<file path="src/hw/rtl/lprf_pkg.sv">
// shared constants and types for the length-prefixed record fifo
`default_nettype none
package lprf_pkg;

  localparam int BUFFER_BYTES = 1024;
  localparam int HEADER_BYTES = 4;
  localparam int MAX_RECORD   = 64;

  localparam int PTR_W  = $clog2(BUFFER_BYTES);
  localparam int FREE_W = PTR_W + 1;
  localparam int LEN_W  = 7;
  localparam int HDR_W  = 8 * HEADER_BYTES;
  localparam int HCNT_W = (HEADER_BYTES > 1) ? $clog2(HEADER_BYTES) : 1;

  localparam logic [1:0] OP_PUSH_START = 2'd0;
  localparam logic [1:0] OP_PUSH_BYTE  = 2'd1;
  localparam logic [1:0] OP_POP        = 2'd2;
  localparam logic [1:0] OP_FLUSH      = 2'd3;

  localparam logic [1:0] ST_OK    = 2'd0;
  localparam logic [1:0] ST_FULL  = 2'd1;
  localparam logic [1:0] ST_EMPTY = 2'd2;
  localparam logic [1:0] ST_SEQ   = 2'd3;

  // commands from the controller to the datapath
  typedef struct packed {
    logic       load;
    logic       push_begin;
    logic       hdr_write;
    logic       byte_write;
    logic       flush;
    logic       hdr_read;
    logic       calc;
    logic       stream_read;
    logic       emit;
    logic [1:0] emit_status;
    logic       emit_byte;
    logic       emit_last;
  } lprf_cmd_t;

  // status from the datapath to the controller
  typedef struct packed {
    logic [1:0] op;
    logic       push_open;
    logic       start_bad;
    logic       empty;
    logic       hcnt_last;
    logic       count_zero;
    logic       cnt_last;
  } lprf_stat_t;

endpackage
`default_nettype wire

</file>
<file path="src/hw/rtl/lprf_ctrl.sv">
// controller state machine for the length-prefixed record fifo
`default_nettype none
module lprf_ctrl
  import lprf_pkg::*;
(
  input  wire logic       clk,
  input  wire logic       rst,
  input  wire logic       start,
  input  wire lprf_stat_t stat,
  output lprf_cmd_t       cmd,
  output logic            busy
);

  localparam logic [2:0] S_IDLE   = 3'd0;
  localparam logic [2:0] S_DECIDE = 3'd1;
  localparam logic [2:0] S_HWR    = 3'd2;
  localparam logic [2:0] S_HRD    = 3'd3;
  localparam logic [2:0] S_HWAIT  = 3'd4;
  localparam logic [2:0] S_CALC   = 3'd5;
  localparam logic [2:0] S_STREAM = 3'd6;

  logic [2:0] state;
  logic [2:0] state_next;

  always_ff @(posedge clk) begin
    if (rst) begin
      state <= S_IDLE;
    end else begin
      state <= state_next;
    end
  end

  assign busy = (state != S_IDLE);

  always_comb begin
    state_next = state;
    cmd = '0;
    cmd.emit_last = 1'b1;
    case (state)
      S_IDLE: begin
        if (start) begin
          cmd.load = 1'b1;
          state_next = S_DECIDE;
        end
      end
      S_DECIDE: begin
        state_next = S_IDLE;
        case (stat.op)
          OP_PUSH_START: begin
            if (stat.push_open) begin
              cmd.emit = 1'b1;
              cmd.emit_status = ST_SEQ;
            end else if (stat.start_bad) begin
              cmd.emit = 1'b1;
              cmd.emit_status = ST_FULL;
            end else begin
              cmd.push_begin = 1'b1;
              state_next = S_HWR;
            end
          end
          OP_PUSH_BYTE: begin
            cmd.emit = 1'b1;
            if (!stat.push_open) begin
              cmd.emit_status = ST_SEQ;
            end else begin
              cmd.byte_write = 1'b1;
              cmd.emit_status = ST_OK;
            end
          end
          OP_POP: begin
            if (stat.push_open) begin
              cmd.emit = 1'b1;
              cmd.emit_status = ST_SEQ;
            end else if (stat.empty) begin
              cmd.emit = 1'b1;
              cmd.emit_status = ST_EMPTY;
            end else begin
              state_next = S_HRD;
            end
          end
          OP_FLUSH: begin
            cmd.emit = 1'b1;
            if (stat.push_open) begin
              cmd.emit_status = ST_SEQ;
            end else begin
              cmd.flush = 1'b1;
              cmd.emit_status = ST_OK;
            end
          end
          default: begin
            cmd.emit = 1'b1;
            cmd.emit_status = ST_SEQ;
          end
        endcase
      end
      S_HWR: begin
        cmd.hdr_write = 1'b1;
        if (stat.hcnt_last) begin
          cmd.emit = 1'b1;
          cmd.emit_status = ST_OK;
          state_next = S_IDLE;
        end
      end
      S_HRD: begin
        cmd.hdr_read = 1'b1;
        if (stat.hcnt_last) begin
          state_next = S_HWAIT;
        end
      end
      S_HWAIT: begin
        // last header byte lands in the datapath this cycle
        state_next = S_CALC;
      end
      S_CALC: begin
        cmd.calc = 1'b1;
        if (stat.count_zero) begin
          cmd.emit = 1'b1;
          cmd.emit_status = ST_OK;
          state_next = S_IDLE;
        end else begin
          state_next = S_STREAM;
        end
      end
      S_STREAM: begin
        cmd.stream_read = 1'b1;
        cmd.emit = 1'b1;
        cmd.emit_status = ST_OK;
        cmd.emit_byte = 1'b1;
        cmd.emit_last = stat.cnt_last;
        if (stat.cnt_last) begin
          state_next = S_IDLE;
        end
      end
      default: begin
        state_next = S_IDLE;
      end
    endcase
  end

endmodule
`default_nettype wire

</file>
<file path="config.mk">
export PLATFORM = sky130hd
export DESIGN_NAME = lprf_ctrl
export DESIGN_NICKNAME = d
export VERILOG_FILES = /design/src/hw/rtl/lprf_pkg.sv /design/src/hw/rtl/lprf_ctrl.sv
export SDC_FILE = /design/constraint.sdc
export NUM_CORES = 1
export LEC_CHECK = 0
export ABC_AREA = 1
export ABC_CLOCK_PERIOD_IN_PS = 1600
export BUFFER_PORTS_ARGS = -buffer_cell sky130_fd_sc_hd__clkbuf_2
export CAP_MARGIN = 10
export CORE_AREA = 4 4 41 43
export CTS_CLUSTER_DIAMETER = 80
export DETAILED_ROUTE_END_ITERATION = 16
export DIE_AREA = 0 0 45 47
export PLACE_DENSITY = 0.6
export REMOVE_ABC_BUFFERS = 1
export SLEW_MARGIN = 20
export SYNTH_ARGS = -nofsm -noshare
export SYNTH_HDL_FRONTEND = slang
export SYNTH_SLANG_ARGS = --single-unit
export TNS_END_PERCENT = 5
</file>
<file path="constraint.sdc">
create_clock -name clk -period 1.6 [get_ports clk]
set_input_delay 0.32 -clock clk [delete_from_list [all_inputs] [get_ports clk]]
set_output_delay 0.32 -clock clk [all_outputs]
set_load 0.02 [all_outputs]
</file>
### Word level (Yosys, flattened, before mapping)

Index checks and enable logic that the tools add are counted.

* multiplexer cells: 37
* magnitude comparators: 0
* divide/modulo/power cells: 0
* equality and inequality tests: 13
* multiply operators: 0
* reduce and logical (&&, ||, !) cells: 4
* add/sub/neg operators: 0
* bitwise gates (word level): 0
* shift-type cells: 0

Operator list (number)
* $mux 3: 11
* $pmux 3 s4: 2
* $pmux 3 s7: 1
* $mux 2: 8
* $mux 1: 14
* $eq 3x3->1 const B: 3
* $ne 2x2->1 const B: 4
* $eq 3x2->1 const B: 2
* $eq 2x2->1 const B: 2
* $pmux 2 s2: 1
* $reduce_and 4->1: 1
* $eq 3x1->1 const B: 1
* $logic_not 3->1: 1
* $reduce_bool 3->1: 1
* $eq 2x1->1 const B: 1
* $logic_not 2->1: 1

* output and inout port bits: 14
* bits of input ports: 11
* logic and storage cells: 55
* memory bits (writable): 0
* memory bits (read-only): 0
* register bits: 3
* bits in latches: 0
* memories kept: 0

### Logic depth before layout (Yosys ltp)

Gate-level depths: netlist of run 1.

* word-level depth: 4
* depth in mapped cells: 9
* gate-level depth less buffers: 9

### Worst setup path after synthesis of run 1

Ideal clock, no wire load.

* path type: reg2out
* start: register state[1]
* end: output cmd[4] in the netlist's numbering
* cell stages (with the launch flop): 7
* arrival time: 1366 ps
* setup slack: -86 ps
* path buffers: 0
* data required time: 1280 ps
* path through: dfxtp_1 -> inv_1 -> ha_1 -> nand2_1 -> inv_1 -> a21oi_1 -> a21boi_0

RTL lines
* start, declared: line lprf_ctrl.sv:22 `logic [2:0] state;`
* start signal, assigned: line lprf_ctrl.sv:29 `state <= state_next;`
* end, declared: line lprf_ctrl.sv:10 `output lprf_cmd_t cmd,`

==> results of run 1 <==
## final cells by class
type	count	area, sq um	area share
Inverter	17	68.82	0.09386
Tap cell	15	18.77	0.02560
Sequential cell	3	63.81	0.08703
Multi-Input combinational cell	56	350.3	0.4778
Timing Repair Buffer	31	205.2	0.2799
Clock buffer	4	26.28	0.03584
## routing by layer
layer / GRT usage / share of wire
met1: 0.1610 / 0.43
met2: 0.2203 / 0.50
met3: 0.02299 / 0.044
met4: 0.08772 / 0.024
met5: 0 / 0
## critical path, cell delays in order (launching register included)
cell	delay [ns]
dfxtp_2	0.33
inv_2	0.08
ha_4	0.14
inv_2	0.05
nor2_4	0.15
o21ai_2	0.08
a31oi_1	0.15
buf_4	0.17
## layout by cell type (no fill, tap or decap)
cell type and n:
clkbuf_1 1, nor4_1 1, nand3_1 3, buf_6 2, buf_2 1, nand2_4 1
o21ai_2 1, a31oi_1 1, buf_8 1, ha_2 1, clkbuf_4 4, dfxtp_2 3
ha_1 2, nand3_2 4, nor2_1 11, inv_2 4, nand2_2 1, ha_4 1
nand2_1 18, nand3_4 1, a21boi_1 1, nor2_2 3, o211ai_1 1, inv_6 1
nor2_4 1, inv_1 12, a21oi_1 4, clkbuf_2 16, buf_4 10
## worst min-delay path by stage
stage | end | startpoint | slack [ns]
after global placement | state[1] | state[1] | 0.49
after global routing | state[1] | rst | 0.27
after floorplan | state[0] | rst | 0.39
after detailed placement | state[1] | state[1] | 0.49
final | state[1] | rst | 0.26
after CTS | state[1] | rst | 0.27
## cells by family after synthesis
logic type,Yosys count,share of synthesized area
AOI/OAI and AO/OA,8,0.1008
adders and majority gates,4,0.1090
buffers and inverters,19,0.1907
DFF,3,0.1308
and+or+nand+nor,44,0.4687
## power by group
group	internal [mW]	switching, mW	total [mW]
Clock	0.0940	0.0471	0.141
Combinational	0.0910	0.122	0.213
Sequential	0.0814	0.00885	0.0903
Total	0.266	0.178	0.444
## repair_timing
item	CTS	global route
buffers inserted	4	0
pin swaps	3	2
setup endpoints to repair	12	11
endpoints found under the hold margin	0	0
hold buffers	0	0
resized for setup	27	7
gates cloned	0	0
==> key figures, run 1 <==
Layout
  – Design Area, Final: ~730 sq um
  – Fin util: 0.5635
  – Synth-to-layout area growth: 59.67%
  – Max FFs per register: 3
  – Most flops, register: state
  – Fill cells: ~150
  – Biggest regs: state (3)
  – Ant diodes: 0
  – Finished Layout Cells: 126
  – Share of cells above drive strength 1: 0.5045
  – Layout net count: 127

Drt
  – Post-DRT Antenna Nets: 0
  – First-pass DRT Iterations: 4
  – Via count: approximately 570
  – Post-route DRC violation count: 0
  – WL final: roughly 1300 um
  – Initial DRC Count: 10
  – Drt via density: roughly 4.5
  – Drt wl/cell: approximately 10 um

Global routing
  – Vias in the first global route: ~520
  – Gr usage total: 0.1342
  – Initial antenna violation count: 0
  – First-pass GRT wire length: 2021 um
  – Maximum number of pins on one net before global-route repair: 9
  – GR Overflow Total: 0

Synthesis
  – Leading area contributor after synthesis: nand2_1
  – Synthesis-stage register bit count: 3
  – Top cell type's share of synthesized area: 0.1471
  – Number of synthesized flops with an enable pin: 0
  – Synth warn: 0
  – Syn Area/Cell: between 5 and 6 sq um
  – Post-synthesis cell count: between 70 and 80
  – Area contributors post-synth: nand2_1 (15%), dfxtp_1 (13%), inv_1 (13%)
  – Commonest cells in the synthesized netlist: nand2_1 (18), inv_1 (16), nor2_1 (12)
  – Post-synth ARST share: 0
  – Cell variety after synth: 20
  – Top_reg_cell synth: dfxtp_1
  – Mapped Area: roughly 460 sq um
  – Most frequent cell after synthesis: nand2_1
  – Post-synthesis sequential area ratio: 0.1308

STA
  – Tightest Pin Transition: about 0.25 ns
  – Highest Clock Rate: between 0.5 and 0.6 GHz
  – Max_slew headroom: 0.8335
  – Setup violators final: 5
  – Final setup TNS: -0.3987 ns
  – Final Critical Period: 1.715 ns
  – Clock skew: roughly 0.0077 ns
  – Final hold violation count: 0
  – Min Hold Slack: between 0.2 and 0.3 ns
  – RSZ-0062 raised after global routing: yes
  – Setup ws final: -0.1147 ns
  – Slew Viols, Final: 0
  – Tcrit/Tclk final: 1.072

CTS
  – CTS Root Buffer Type: clkbuf_4
  – Clock Path Buffers: 2
  – H-tree levels: 1
  – CTS tree: built
  – CTS Buf Count: 3
  – Clock sinks: 3
  – Clock latency on the worst-skew pair: 0.24 ns
  – Clock-pin transition on the worst setup and hold timing paths: around 0.040 ns

Placement
  – Post-DP HPWL: 1014 um
  – DP Area: 601.8 sq um
  – Dpl cells: approximately 120
  – Port bufs: 24
  – Final Wtd Congestion: approximately 0.77
  – Worst slack, placed: about 0.028 ns

Worst setup path
  – CP max FO: 5
  – Worst Reg-to-Reg Cells: 10
  – Critical path data arrival time: 1.39 ns
  – Reg2Reg Setup Slack: approximately 0.13 ns
  – R2r startpoint: state[0]
  – Worst setup endpoint: cmd[3]
  – Worst Setup End Kind: output port
  – WP data required: 1.28 ns
  – Worst reg2reg path endpoint: state[2]
  – CP Class: reg -> out
  – Crit path launch type: flop
  – Worst setup path startpoint: state[1]

Die
  – DIE WIDTH: around 45 um
  – Rows: 13
  – I/O Pins: 25
  – Die Area: around 2100 sq um
  – Core area: 1301 sq um
  – Die Ht: between 40 and 50 um
  – Initial Utilization: 0.3529

Min path
  – Worst Hold Depth: 2
  – Hold crit path type: in -> reg

Run status
  – Status: complete, but fails checks
  – Failing checks: negative setup slack

Pwr
  – PD cells: around 610 nW/um^2
  – Overall Power: ~0.44 mW
  – Pleak: a little over 0.4 nW
  – Peak VDD IR: between 0.3 and 0.4 mV

Job
  – Max Cap Viol: 0
Power figures use the tool's default switching activity.
==> inputs of run 2 (changes only) <==
==> constraint.sdc (replaced) <==
create_clock -name clk -period 1.6 [get_ports clk]
set_input_delay 0.08 -clock clk [delete_from_list [all_inputs] [get_ports clk]]
set_output_delay 0.08 -clock clk [all_outputs]
set_load 0.02 [all_outputs]
==> key figures, run 2 (same netlist as run 1, synthesis figures left out) <==
STA
  – Highest Clock Rate: 0.6636 GHz (+14%)
  – Final Critical Period: 1.507 ns (-0.2078 ns)
  – Tightest Pin Transition: 0.2753 ns (+0.02646 ns)
  – Final setup TNS: 0 ns (+0.3987 ns)
  – RSZ-0062 raised after global routing: yes
  – Clock skew: 0.004107 ns (-0.003588 ns)
  – Tcrit/Tclk final: 0.9418 (-0.1299)
  – Slew Viols, Final: 0 (unchanged)
  – Min Hold Slack: 0.03102 ns (-0.2292 ns)
  – Max_slew headroom: 0.8165 (-0.01703)
  – Setup violators final: 0 (-5)
  – Final hold violation count: 0 (unchanged)
  – Setup ws final: 0.09310 ns (+0.2078 ns)

Drt
  – Via count: 533 (-6.7%)
  – Post-route DRC violation count: 0 (unchanged)
  – Drt wl/cell: 9.317 um (-9.0%)
  – Drt via density: 4.442 (-2.0%)
  – Initial DRC Count: 7 (-3)
  – WL final: 1118 um (-13%)
  – Post-DRT Antenna Nets: 0 (unchanged)
  – First-pass DRT Iterations: 2 (-2)

Placement
  – Port bufs: 24 (unchanged)
  – Dpl cells: 115 (-2.5%)
  – DP Area: 579.3 sq um (-3.7%)
  – Post-DP HPWL: 968 um (-4.6%)
  – Worst slack, placed: 0.1723 ns (+0.1445 ns)
  – Final Wtd Congestion: 0.7290 (-5.1%)

Global routing
  – Vias in the first global route: 420 (-19%)
  – Gr usage total: 0.1166 (-0.01755)
  – Initial antenna violation count: 0 (unchanged)
  – GR Overflow Total: 0 (unchanged)
  – First-pass GRT wire length: 1773 um (-12%)
  – Maximum number of pins on one net before global-route repair: 11 (+2)

CTS
  – H-tree levels: 1 (unchanged)
  – CTS Hold Bufs: 0 (unchanged)
  – Clock latency on the worst-skew pair: 0.23 ns (about the same)
  – Clock Path Buffers: 2 (unchanged)
  – CTS Buf Count: 3 (unchanged)
  – Clock sinks: 3 (unchanged)
  – CTS tree: built
  – Clock-pin transition on the worst setup and hold timing paths: 0.04 ns (about the same)
  – CTS Root Buffer Type: clkbuf_4

Layout
  – Synth-to-layout area growth: 36.24%
  – Share of cells above drive strength 1: 0.4000 (-0.1045)
  – Layout net count: 121 (-4.7%)
  – Fin util: 0.4808 (-0.08269)
  – Finished Layout Cells: 120 (-4.8%)
  – Ant diodes: 0 (unchanged)
  – Design Area, Final: 625.6 sq um (-15%)
  – Most frequent cells in the layout: clkbuf_2 (21), nand2_1 (18), inv_1 (15), nor2_1 (12), nand3_1 (5)
  – Most flops, register: state
  – Commonest non-fill, non-tap cell in the layout: clkbuf_2
  – Biggest regs: state (3)
  – Max FFs per register: 3 (unchanged)

Die
  – Core area: 1301 sq um (unchanged)
  – Initial Utilization: 0.3529 (unchanged)
  – Die Ht: 47 um (unchanged)
  – I/O Pins: 25 (unchanged)
  – DIE WIDTH: 45 um (unchanged)
  – Rows: 13 (unchanged)
  – Die Area: 2115 sq um (unchanged)

Job
  – Max Cap Viol: 0 (unchanged)

Worst setup path
  – Crit-path slowest cell: dfxtp_2
  – CP max FO: 4 (-1)
  – WP depth: 7 (unchanged)
  – Worst Setup End Kind: output port
  – WP data required: 1.52 ns (+0.24 ns)
  – CP max stage delay: 0.33 ns (about the same)
  – Crit path launch type: flop
  – Delay-heaviest family, CP: flip-flops
  – Critical path data arrival time: 1.43 ns (+0.04 ns)
  – Crit-path cells: inv_2 -> ha_1 -> inv_1 -> nor2_4 -> nand3_1 -> a21boi_0 -> buf_2
  – CP Class: reg -> out
  – CP bufs+invs: 3 (unchanged)
  – Worst Reg-to-Reg Cells: 9 (-1)

Pwr
  – Pleak: 0.3745 nW (-9.0%)
  – Overall Power: 0.3975 mW (-11%)
  – PD cells: 635.5 nW/um^2 (+4.8%)
  – Peak VDD IR: 0.4057 mV (+33%)

Run status
  – Status: finished, final reports clean

Min path
  – Hold crit path type: in -> reg
  – Worst Hold Depth: 2 (unchanged)
run 2: changes by cell type in the layout (fill, tap and decap cells not counted), sizes merged:
cell | previous run | this run
buf | 14 | 4
clkbuf | 21 | 25
run 2: worst reg2reg max path, cell delays in order (launching register included):
cell and delay [ns]:
dfxtp_2 0.35, inv_1 0.07, ha_1 0.23, inv_1 0.11, nand2_1 0.07, nand2_2 0.06
nand3_2 0.09, nor2_2 0.13, nand2_1 0.06, a21oi_1 0.12
run 2: cell type report:
| class | count | area [sq um] |
|---|---|---|
| multi-input cells | 56 | 315.3 |
| fillers | 160 | 675.6 |
| well taps | 15 | 18.77 |
| repair buffers | 25 | 132.6 |
| inverters | 17 | 68.82 |
| clock buffers | 4 | 26.28 |
| flip-flops and latches | 3 | 63.81 |
run 2: routing by layer:
metal	global-route usage	wire (um)
met1	0.1467	494
met2	0.1723	545
met3	0.06130	69
met4	0.03509	9
met5	0	0
run 2: power by group:
group	total, mW	switching (mW)	internal, mW
Clock	0.133	0.0392	0.0934
Sequential	0.0879	0.00633	0.0816
Combinational	0.177	0.105	0.0717
run 2: repair_timing:
action | 4_1_cts | 5_1_grt
pin swaps | 0 | 1
gates resized for setup | 2 | 9
buffers inserted | 0 | 1
endpoints found under the setup margin | 1 | 3
run 2: worst paths after layout:
path,from,to,slack [ns]
setup / recovery,state[1],cmd[4],0.09
hold / removal,rst,state[2],0.03
setup reg to reg,state[0],state[0],0.23
hold reg to reg,state[0],state[0],0.49
